**src/rtl/core/i2a_pkg.sv**
```systemverilog
// ----------------------------------------------------------------------------
// i2a_pkg
// shared types, codes and character helpers for the integer to ascii
// formatter
// ----------------------------------------------------------------------------
`default_nettype none

package i2a_pkg;

    // format kinds
    localparam logic [1:0] KIND_HEX  = 2'd0;
    localparam logic [1:0] KIND_UDEC = 2'd1;
    localparam logic [1:0] KIND_SDEC = 2'd2;

    // operand and digit geometry
    localparam int VALUE_W    = 32;
    localparam int DIGITS     = 10;
    localparam int NIBBLE_CNT = 8;
    localparam int CNT_W      = 5;
    localparam int IDX_W      = 4;

    localparam logic [CNT_W-1:0] LAST_STEP = CNT_W'(VALUE_W - 1);
    localparam logic [IDX_W-1:0] HEX_TOP   = IDX_W'(NIBBLE_CNT - 1);

    // ascii codes
    localparam logic [7:0] CHAR_ZERO  = 8'h30;
    localparam logic [7:0] CHAR_MINUS = 8'h2d;
    localparam logic [7:0] CHAR_A_OFS = 8'h57;

    typedef logic [DIGITS-1:0][3:0] digits_t;

    // sequencer states
    typedef enum logic [2:0] {
        ST_IDLE = 3'b001,
        ST_CONV = 3'b010,
        ST_EMIT = 3'b100
    } state_t;

    // control into the conversion unit
    typedef struct packed {
        logic               start;
        logic [VALUE_W-1:0] mag;
    } conv_ctrl_t;

    // status out of the conversion unit
    typedef struct packed {
        logic busy;
        logic done;
    } conv_stat_t;

    // one nibble to its lowercase hex character
    function automatic logic [7:0] nibble_char(input logic [3:0] nib);
        logic [7:0] code;
        if (nib < 4'd10)
        begin
            code = CHAR_ZERO + {4'h0, nib};
        end
        else
        begin
            code = CHAR_A_OFS + {4'h0, nib};
        end
        return code;
    endfunction

endpackage

`default_nettype wire

```
**src/rtl/core/i2a_operand_if.sv**
```systemverilog
// ----------------------------------------------------------------------------
// i2a_operand_if
// request channel carrying a format kind and a 32-bit value
// ----------------------------------------------------------------------------
`default_nettype none

interface i2a_operand_if;
    import i2a_pkg::*;

    logic               valid;
    logic               ready;
    logic [1:0]         kind;
    logic [VALUE_W-1:0] value;

    modport source (output valid, output kind, output value, input ready);
    modport sink   (input valid, input kind, input value, output ready);

endinterface

`default_nettype wire

```
**src/rtl/core/i2a_text_if.sv**
```systemverilog
// ----------------------------------------------------------------------------
// i2a_text_if
// character channel, one ascii character per request with an end marker
// ----------------------------------------------------------------------------
`default_nettype none

interface i2a_text_if;

    logic       valid;
    logic       ready;
    logic [7:0] char_out;
    logic       last;

    modport source (output valid, output char_out, output last, input ready);
    modport sink   (input valid, input char_out, input last, output ready);

endinterface

`default_nettype wire

```
**src/rtl/core/i2a_conv.sv**
```systemverilog
// ----------------------------------------------------------------------------
// i2a_conv
// iterative binary to bcd converter, shift and add-3, one bit per cycle
// ----------------------------------------------------------------------------
`default_nettype none

module i2a_conv (
    input  wire                  clk,
    input  wire                  rst_n,
    input  i2a_pkg::conv_ctrl_t  ctrl,
    output i2a_pkg::conv_stat_t  stat,
    output i2a_pkg::digits_t     bcd
);
    import i2a_pkg::*;

    logic [VALUE_W-1:0] bin_reg;
    logic [VALUE_W-1:0] bin_next;
    digits_t            bcd_reg;
    digits_t            bcd_next;
    digits_t            adj;
    logic [CNT_W-1:0]   cnt_reg;
    logic               busy_reg;
    logic               done_reg;

    // add-3 correction on every digit, then shift one bit in
    always_comb
    begin
        for (int i = 0; i < DIGITS; i++)
        begin
            adj[i] = (bcd_reg[i] >= 4'd5) ? (bcd_reg[i] + 4'd3) : bcd_reg[i];
        end
        {bcd_next, bin_next} = {adj, bin_reg} << 1;
    end

    // datapath
    always_ff @(posedge clk)
    begin
        if (ctrl.start)
        begin
            bin_reg <= ctrl.mag;
            bcd_reg <= '0;
        end
        else if (busy_reg)
        begin
            bin_reg <= bin_next;
            bcd_reg <= bcd_next;
        end
    end

    // step counter and status
    always_ff @(posedge clk or negedge rst_n)
    begin
        if (!rst_n)
        begin
            cnt_reg  <= '0;
            busy_reg <= 1'b0;
            done_reg <= 1'b0;
        end
        else
        begin
            done_reg <= 1'b0;
            if (ctrl.start)
            begin
                cnt_reg  <= '0;
                busy_reg <= 1'b1;
            end
            else if (busy_reg)
            begin
                cnt_reg <= cnt_reg + 1'b1;
                if (cnt_reg == LAST_STEP)
                begin
                    busy_reg <= 1'b0;
                    done_reg <= 1'b1;
                end
            end
        end
    end

    assign stat.busy = busy_reg;
    assign stat.done = done_reg;
    assign bcd       = bcd_reg;

    // a running conversion keeps going until its final step
    a_busy_holds: assert property (@(posedge clk) disable iff (!rst_n)
        busy_reg && (cnt_reg != LAST_STEP) |=> busy_reg)
        else $error("conversion stopped early");

    // done comes only right after the final step
    a_done_after_last: assert property (@(posedge clk) disable iff (!rst_n)
        done_reg |-> $past(busy_reg) && ($past(cnt_reg) == LAST_STEP))
        else $error("done without final step");

endmodule

`default_nettype wire

```
**src/rtl/core/integer_to_ascii_formatter_top.sv**
```systemverilog
// ----------------------------------------------------------------------------
// integer_to_ascii_formatter_top
// formats a 32-bit value as hex, unsigned decimal or signed decimal ascii
// ----------------------------------------------------------------------------
//  channel   dir   payload             one request is
//  operand   in    kind, value         one number to format
//  text      out   char_out, last      one character, last marks run end
//
//  hex: the value is loaded, then 8 characters go out one per cycle unless text stalls
//  decimal: the value is loaded, the shift/add-3 converter steps through all 32 bits,
//  the leading digit is picked as it finishes, then up to 11 characters one per cycle unless text stalls
//  operand.ready is high only while idle; kind 3 is taken and dropped
//  a stalled text channel holds the emitter; the final character sits in the
//  output register while the next operand is taken
//  reset clears all control state, no clearing pass
// ----------------------------------------------------------------------------
`default_nettype none

module integer_to_ascii_formatter_top (
    input  wire             clk,
    input  wire             rst_n,
    i2a_operand_if.sink     operand,
    i2a_text_if.source      text
);
    import i2a_pkg::*;

    state_t           state_reg;
    state_t           state_next;
    digits_t          digit_reg;
    digits_t          digit_next;
    logic [IDX_W-1:0] idx_reg;
    logic [IDX_W-1:0] idx_next;
    logic             sign_reg;
    logic             sign_next;
    logic             out_valid_reg;
    logic [7:0]       char_reg;
    logic             last_reg;

    conv_ctrl_t       conv_ctrl;
    conv_stat_t       conv_stat;
    digits_t          conv_bcd;
    logic [IDX_W-1:0] lead_idx;
    logic             in_fire;
    logic             emit_fire;
    logic [7:0]       emit_char;
    logic             emit_last;

    // conversion unit shared by the two decimal kinds
    i2a_conv u_conv (
        .clk   (clk),
        .rst_n (rst_n),
        .ctrl  (conv_ctrl),
        .stat  (conv_stat),
        .bcd   (conv_bcd)
    );

    assign operand.ready = (state_reg == ST_IDLE);
    assign in_fire       = operand.valid && operand.ready;
    assign emit_fire     = (state_reg == ST_EMIT) && (!out_valid_reg || text.ready);

    // leading nonzero digit of the converted value
    always_comb
    begin
        lead_idx = '0;
        for (int i = 0; i < DIGITS; i++)
        begin
            if (conv_bcd[i] != 4'd0)
            begin
                lead_idx = IDX_W'(i);
            end
        end
    end

    // character under the emit pointer
    always_comb
    begin
        emit_char = sign_reg ? CHAR_MINUS : nibble_char(digit_reg[idx_reg]);
        emit_last = !sign_reg && (idx_reg == '0);
    end

    // conversion start and magnitude
    always_comb
    begin
        conv_ctrl.start = 1'b0;
        conv_ctrl.mag   = operand.value;
        if (operand.kind == KIND_SDEC && operand.value[VALUE_W-1])
        begin
            conv_ctrl.mag = ~operand.value + 1'b1;
        end
        if (in_fire && (operand.kind == KIND_UDEC || operand.kind == KIND_SDEC))
        begin
            conv_ctrl.start = 1'b1;
        end
    end

    // sequencer
    always_comb
    begin
        state_next = state_reg;
        digit_next = digit_reg;
        idx_next   = idx_reg;
        sign_next  = sign_reg;
        unique case (state_reg)
            ST_IDLE:
            begin
                if (in_fire)
                begin
                    case (operand.kind)
                        KIND_HEX:
                        begin
                            digit_next = digits_t'({8'h00, operand.value});
                            idx_next   = HEX_TOP;
                            sign_next  = 1'b0;
                            state_next = ST_EMIT;
                        end
                        KIND_UDEC:
                        begin
                            sign_next  = 1'b0;
                            state_next = ST_CONV;
                        end
                        KIND_SDEC:
                        begin
                            sign_next  = operand.value[VALUE_W-1];
                            state_next = ST_CONV;
                        end
                        default:
                        begin
                            state_next = ST_IDLE;
                        end
                    endcase
                end
            end
            ST_CONV:
            begin
                if (conv_stat.done)
                begin
                    digit_next = conv_bcd;
                    idx_next   = lead_idx;
                    state_next = ST_EMIT;
                end
            end
            ST_EMIT:
            begin
                if (emit_fire)
                begin
                    if (sign_reg)
                    begin
                        sign_next = 1'b0;
                    end
                    else if (idx_reg == '0)
                    begin
                        state_next = ST_IDLE;
                    end
                    else
                    begin
                        idx_next = idx_reg - 1'b1;
                    end
                end
            end
            default:
            begin
                state_next = ST_IDLE;
            end
        endcase
    end

    // control registers
    always_ff @(posedge clk or negedge rst_n)
    begin
        if (!rst_n)
        begin
            state_reg     <= ST_IDLE;
            sign_reg      <= 1'b0;
            out_valid_reg <= 1'b0;
        end
        else
        begin
            state_reg <= state_next;
            sign_reg  <= sign_next;
            if (emit_fire)
            begin
                out_valid_reg <= 1'b1;
            end
            else if (text.ready)
            begin
                out_valid_reg <= 1'b0;
            end
        end
    end

    // payload registers
    always_ff @(posedge clk)
    begin
        digit_reg <= digit_next;
        idx_reg   <= idx_next;
        if (emit_fire)
        begin
            char_reg <= emit_char;
            last_reg <= emit_last;
        end
    end

    assign text.valid    = out_valid_reg;
    assign text.char_out = char_reg;
    assign text.last     = last_reg;

    // the converter only runs while the sequencer waits on it
    a_conv_in_state: assert property (@(posedge clk) disable iff (!rst_n)
        conv_stat.busy || conv_stat.done |-> state_reg == ST_CONV)
        else $error("converter active outside conversion state");

    // the sign character is never the end of a run
    a_sign_not_last: assert property (@(posedge clk) disable iff (!rst_n)
        emit_fire && sign_reg |=> out_valid_reg && !last_reg)
        else $error("sign marked as last character");

    // leaving emission always follows a last character
    a_end_on_last: assert property (@(posedge clk) disable iff (!rst_n)
        state_reg == ST_EMIT && state_next == ST_IDLE |=> out_valid_reg && last_reg)
        else $error("run ended without last marker");

endmodule

`default_nettype wire

```
**src/flat_wrapper.sv**
```systemverilog
// flat-port wrapper written by rule: the top's interface ports become plain ports
module integer_to_ascii_formatter_top_flat import i2a_pkg::*;
  (clk, rst_n, operand_valid, operand_kind, operand_value, operand_ready, text_valid, text_char_out, text_last, text_ready);
  i2a_operand_if operand_i ();
  i2a_text_if text_i ();
  input  wire clk;
  input  wire rst_n;
  input wire logic [$bits(operand_i.valid)-1:0] operand_valid;
  input wire logic [$bits(operand_i.kind)-1:0] operand_kind;
  input wire logic [$bits(operand_i.value)-1:0] operand_value;
  output wire logic [$bits(operand_i.ready)-1:0] operand_ready;
  output wire logic [$bits(text_i.valid)-1:0] text_valid;
  output wire logic [$bits(text_i.char_out)-1:0] text_char_out;
  output wire logic [$bits(text_i.last)-1:0] text_last;
  input wire logic [$bits(text_i.ready)-1:0] text_ready;
  assign operand_i.valid = operand_valid;
  assign operand_i.kind = operand_kind;
  assign operand_i.value = operand_value;
  assign operand_ready = operand_i.ready;
  assign text_valid = text_i.valid;
  assign text_char_out = text_i.char_out;
  assign text_last = text_i.last;
  assign text_i.ready = text_ready;
  integer_to_ascii_formatter_top u_core (.clk(clk), .rst_n(rst_n), .operand(operand_i), .text(text_i));
endmodule
```
**config.mk**
```make
export PLATFORM = sky130hd
export DESIGN_NAME = integer_to_ascii_formatter_top_flat
export DESIGN_NICKNAME = d
export VERILOG_FILES = /design/src/rtl/core/i2a_pkg.sv /design/src/rtl/core/i2a_operand_if.sv /design/src/rtl/core/i2a_text_if.sv /design/src/rtl/core/i2a_conv.sv /design/src/rtl/core/integer_to_ascii_formatter_top.sv /design/src/flat_wrapper.sv
export SDC_FILE = /design/constraint.sdc
export NUM_CORES = 1
export LEC_CHECK = 0
export BUFFER_PORTS_ARGS = -buffer_cell sky130_fd_sc_hd__buf_2
export CORE_UTILIZATION = 66
export DETAILED_ROUTE_END_ITERATION = 8
export GPL_ROUTABILITY_DRIVEN = 0
export PLACE_DENSITY = 0.88
export RECOVER_POWER = 100
export SKIP_CTS_REPAIR_TIMING = 1
export SLEW_MARGIN = 25
export SYNTH_ARGS = -nofsm -noshare
export SYNTH_HDL_FRONTEND = slang
export SYNTH_SLANG_ARGS = --single-unit
```
**constraint.sdc**
```tcl
create_clock -name clk -period 7.4 [get_ports clk]
set_input_delay 1.48 -clock clk [delete_from_list [all_inputs] [get_ports clk]]
set_output_delay 1.48 -clock clk [all_outputs]
set_load 0.03 [all_outputs]
```
==> impl_metrics.csv <==
group,metric,value,unit
power_and_ir_drop,power.density,363,nW/um^2
synthesis,ys_types,65,
power_and_ir_drop,combPwrFrac,31.8,%
synthesis,yosysWarnings,0,
power_and_ir_drop,vdd_drop_max,0.349,mV
final_layout,fin_util,76.6,%
setup_path,path_max_fanout,62,
setup_path,start_kind,"input pin",
power_and_ir_drop,p_leak,3.51,nW
grt,track_usage,32.3,%
status,status,"complete, but fails checks",
sta,relSlewSlack,-58.4,%
power_and_ir_drop,switching_share,34.8,%
synthesis,yosysMostFrequentCell,"edfxtp_1",
final_layout,fillerInstances,707,
power_and_ir_drop,pwr-share-clk,26.7,%
synthesis,avgSynthCellArea,10.4,sq um
cts,cts_max_level,4,
floorplanning,start_util,69.2,%
cts,cts.path.max_buffers,2,
route,vias,6008,
sta,worst_pin_slew,2.38,ns
min_path,hold_depth,1,
synthesis,synth_enable_flop_cells,84,
setup_path,critical_path_class,"in2reg",
sta,fin_crit,4.90,ns
cts,insertion_delay,0.42,ns
floorplanning,die-area,12000,sq um
route,drt-initial-drc-count,741,
sta,skew,0.00736,ns
final_layout,area_growth_syn_to_layout,10.7,%
sta,setup_viol,0,
setup_path,reg2regPathDepth,5,
status,violations,"max-capacitance violations, max-slew violations",
grt,grt_pass1_wl,28600,microns
synthesis,synthesis.area,7660,sq um
sta,hold_viol_final,0,
power_and_ir_drop,power.switching,1.07,mW
synthesis,synthArstFlopShare,8.82,%
sta,drv_slew,190,
synthesis,synth_ff_type,"edfxtp_1",
floorplanning,rows,38,
grt,first_global_vias,5740,
min_path,min_path_type,"reg2reg",
setup_path,cp.arrival,4.81,ns
route,wl_per_cell,20.2,microns
synthesis,yosysSeqAreaShare,47.3,%
grt,overflow,0,
final_layout,fin_cells,926,
power_and_ir_drop,power.total,3.08,mW
cts,cts_made_buffers,17,
floorplanning,fp.coreArea,11100,sq um
placement,dp_hpwl,12200,microns
route,vias_per_cell,6.49,
final_layout,drive_gt1_share,13.2,%
power_and_ir_drop,seq_power_share,41.4,%
power_and_ir_drop,p_int,2.01,mW
job,maxCapViolCount,4,
placement,io_buffers,47,
floorplanning,ioPinCount,49,
synthesis,synth_area_leaders,"edfxtp_1 (33%), dfxtp_1 (10%), ha_1 (5.7%), mux2i_1 (5.5%), mux2_2 (4.3%)",
route,routed_wl,18700,microns
grt,grt_max_degree,66,
setup_path,cp-end-kind,"flip-flop",
final_layout,final_nets,846,
synthesis,yosysTopAreaCell,"edfxtp_1",
cts,root_buffer,"clkbuf_16",
placement,dp_cells,893,
sta,setup-tns-final,0,ns
synthesis,ys_seq_elements,136,
final_layout,antenna_cells,0,
route,first_pass_iters,5,
synthesis,synth_top_cell_area_share,32.9,%
setup_path,required,7.31,ns
sta,min_period_over_period,66.2,%
synthesis,synth_cells,738,
route,drtAntennaViolNets,0,
grt,antenna_found_initial,0,
cts,path_clk_slew,0.06,ns
cts,cts.sinks,136,
synthesis,synth.net_count,811,
sta,max_freq,204,MHz
route,drc,0,
floorplanning,fp.dieW,110,microns
cts,cts_tree,"built",
sta,rsz0062_at_grt,"false",
synthesis,synth_common_cells,"edfxtp_1 (84), nor2_1 (64), nand2_1 (57), o21ai_0 (55), mux2i_1 (42)",
floorplanning,die_h,110,microns
==> power groups by stage <==
| stage | clock network [mW] | logic (mW) | registers, mW |
|---|---|---|---|
| 2_1_floorplan | 0 | 0.757 | 1.21 |
| 3_3_place_gp | 0 | 0.887 | 1.26 |
| 3_5_place_dp | 0 | 0.955 | 1.28 |
| 4_1_cts | 0.824 | 0.980 | 1.27 |
| 5_1_grt | 0.858 | 1.09 | 1.30 |
| 6_report | 0.824 | 0.981 | 1.28 |
==> routing by layer <==
layer	wire [microns]	GRT usage [%]	up-vias
li1	-	-	2741
met1	7240	38.4	2871
met2	9410	54.8	323
met3	1490	7.71	73
met4	597	16.4	0
met5	0	0	-
==> stage by stage <==
step / hold slack [ns] / area [sq um] / setup slack [ns]
CTS: 0.500 / 8540 / 3.96
detailed placement: 0.488 / 7970 / 3.53
global route: 0.527 / 8490 / 2.25
finish: 0.506 / 8490 / 2.50
floorplan: 0.453 / 7660 / 3.38
global placement: 0.475 / 7970 / 3.39
==> worst max-delay path: stages <==
cell and delay [ns]:
clkbuf_1 0.16, inv_1 0.11, ha_1 0.33, nand3_2 0.06, clkbuf_1 1.67, nand2_1 0.20, clkbuf_1 0.77
==> cell families (layout without fill, tap and decap cells) <==
| logic type | after synthesis | after routing | share of synthesized area [%] |
|---|---|---|---|
| buffers and inverters | 68 | 116 | 3.57 |
| multiplexers | 76 | 76 | 11.3 |
| other | 2 | 2 | 0.0980 |
| AO/OA/AOI/OAI | 156 | 156 | 12.4 |
| XOR/XNOR | 43 | 43 | 4.91 |
| flip-flops | 136 | 136 | 47.3 |
| adder cells (fa/ha/maj) | 35 | 35 | 5.71 |
| AND/OR/NAND/NOR | 222 | 222 | 14.7 |
==> cells in the final DEF (no fill, tap or decap), types with 34 or more instances in the layout <==
| cell | n |
|---|---|
| edfxtp_1 | 84 |
| nor2_1 | 63 |
| o21ai_0 | 60 |
| nand2_1 | 57 |
| mux2i_1 | 42 |
| dfxtp_1 | 40 |
| a21oi_1 | 38 |
| ha_1 | 35 |
| buf_2 | 35 |
| xnor2_1 | 34 |
==> path summary, 6_finish.rpt <==
path / startpoint / to / slack [ns]
max: operand_kind[0] / u_core.u_conv.bin_reg[31]$_DFFE_PP_ / 2.50
max in group asynchronous: rst_n / u_core.u_conv.busy_reg$_DFF_PN0_ / 5.83
min reg2reg: u_core.u_conv.done_reg$_DFF_PN0_ / u_core.state_reg[1]$_DFFE_PN0P_ / 0.51
max reg2reg: u_core.state_reg[2]$_DFFE_PN0P_ / u_core.u_conv.bin_reg[31]$_DFFE_PP_ / 3.22
min in group asynchronous: rst_n / u_core.u_conv.done_reg$_DFF_PN0_ / 1.08
min: u_core.u_conv.done_reg$_DFF_PN0_ / u_core.state_reg[1]$_DFFE_PN0P_ / 0.51
==> cell type report <==
| cell class | count | area (sq um) | area share [%] |
|---|---|---|---|
| Sequential cell | 136 | 3630 | 42.7 |
| Clock inverter | 10 | 103 | 1.21 |
| Clock buffer | 22 | 464 | 5.47 |
| Timing Repair Buffer | 52 | 243 | 2.86 |
| Tap cell | 140 | 175 | 2.06 |
| Multi-Input combinational cell | 534 | 3750 | 44.2 |
| Inverter | 32 | 120 | 1.42 |
Power figures use the tool's default switching activity.
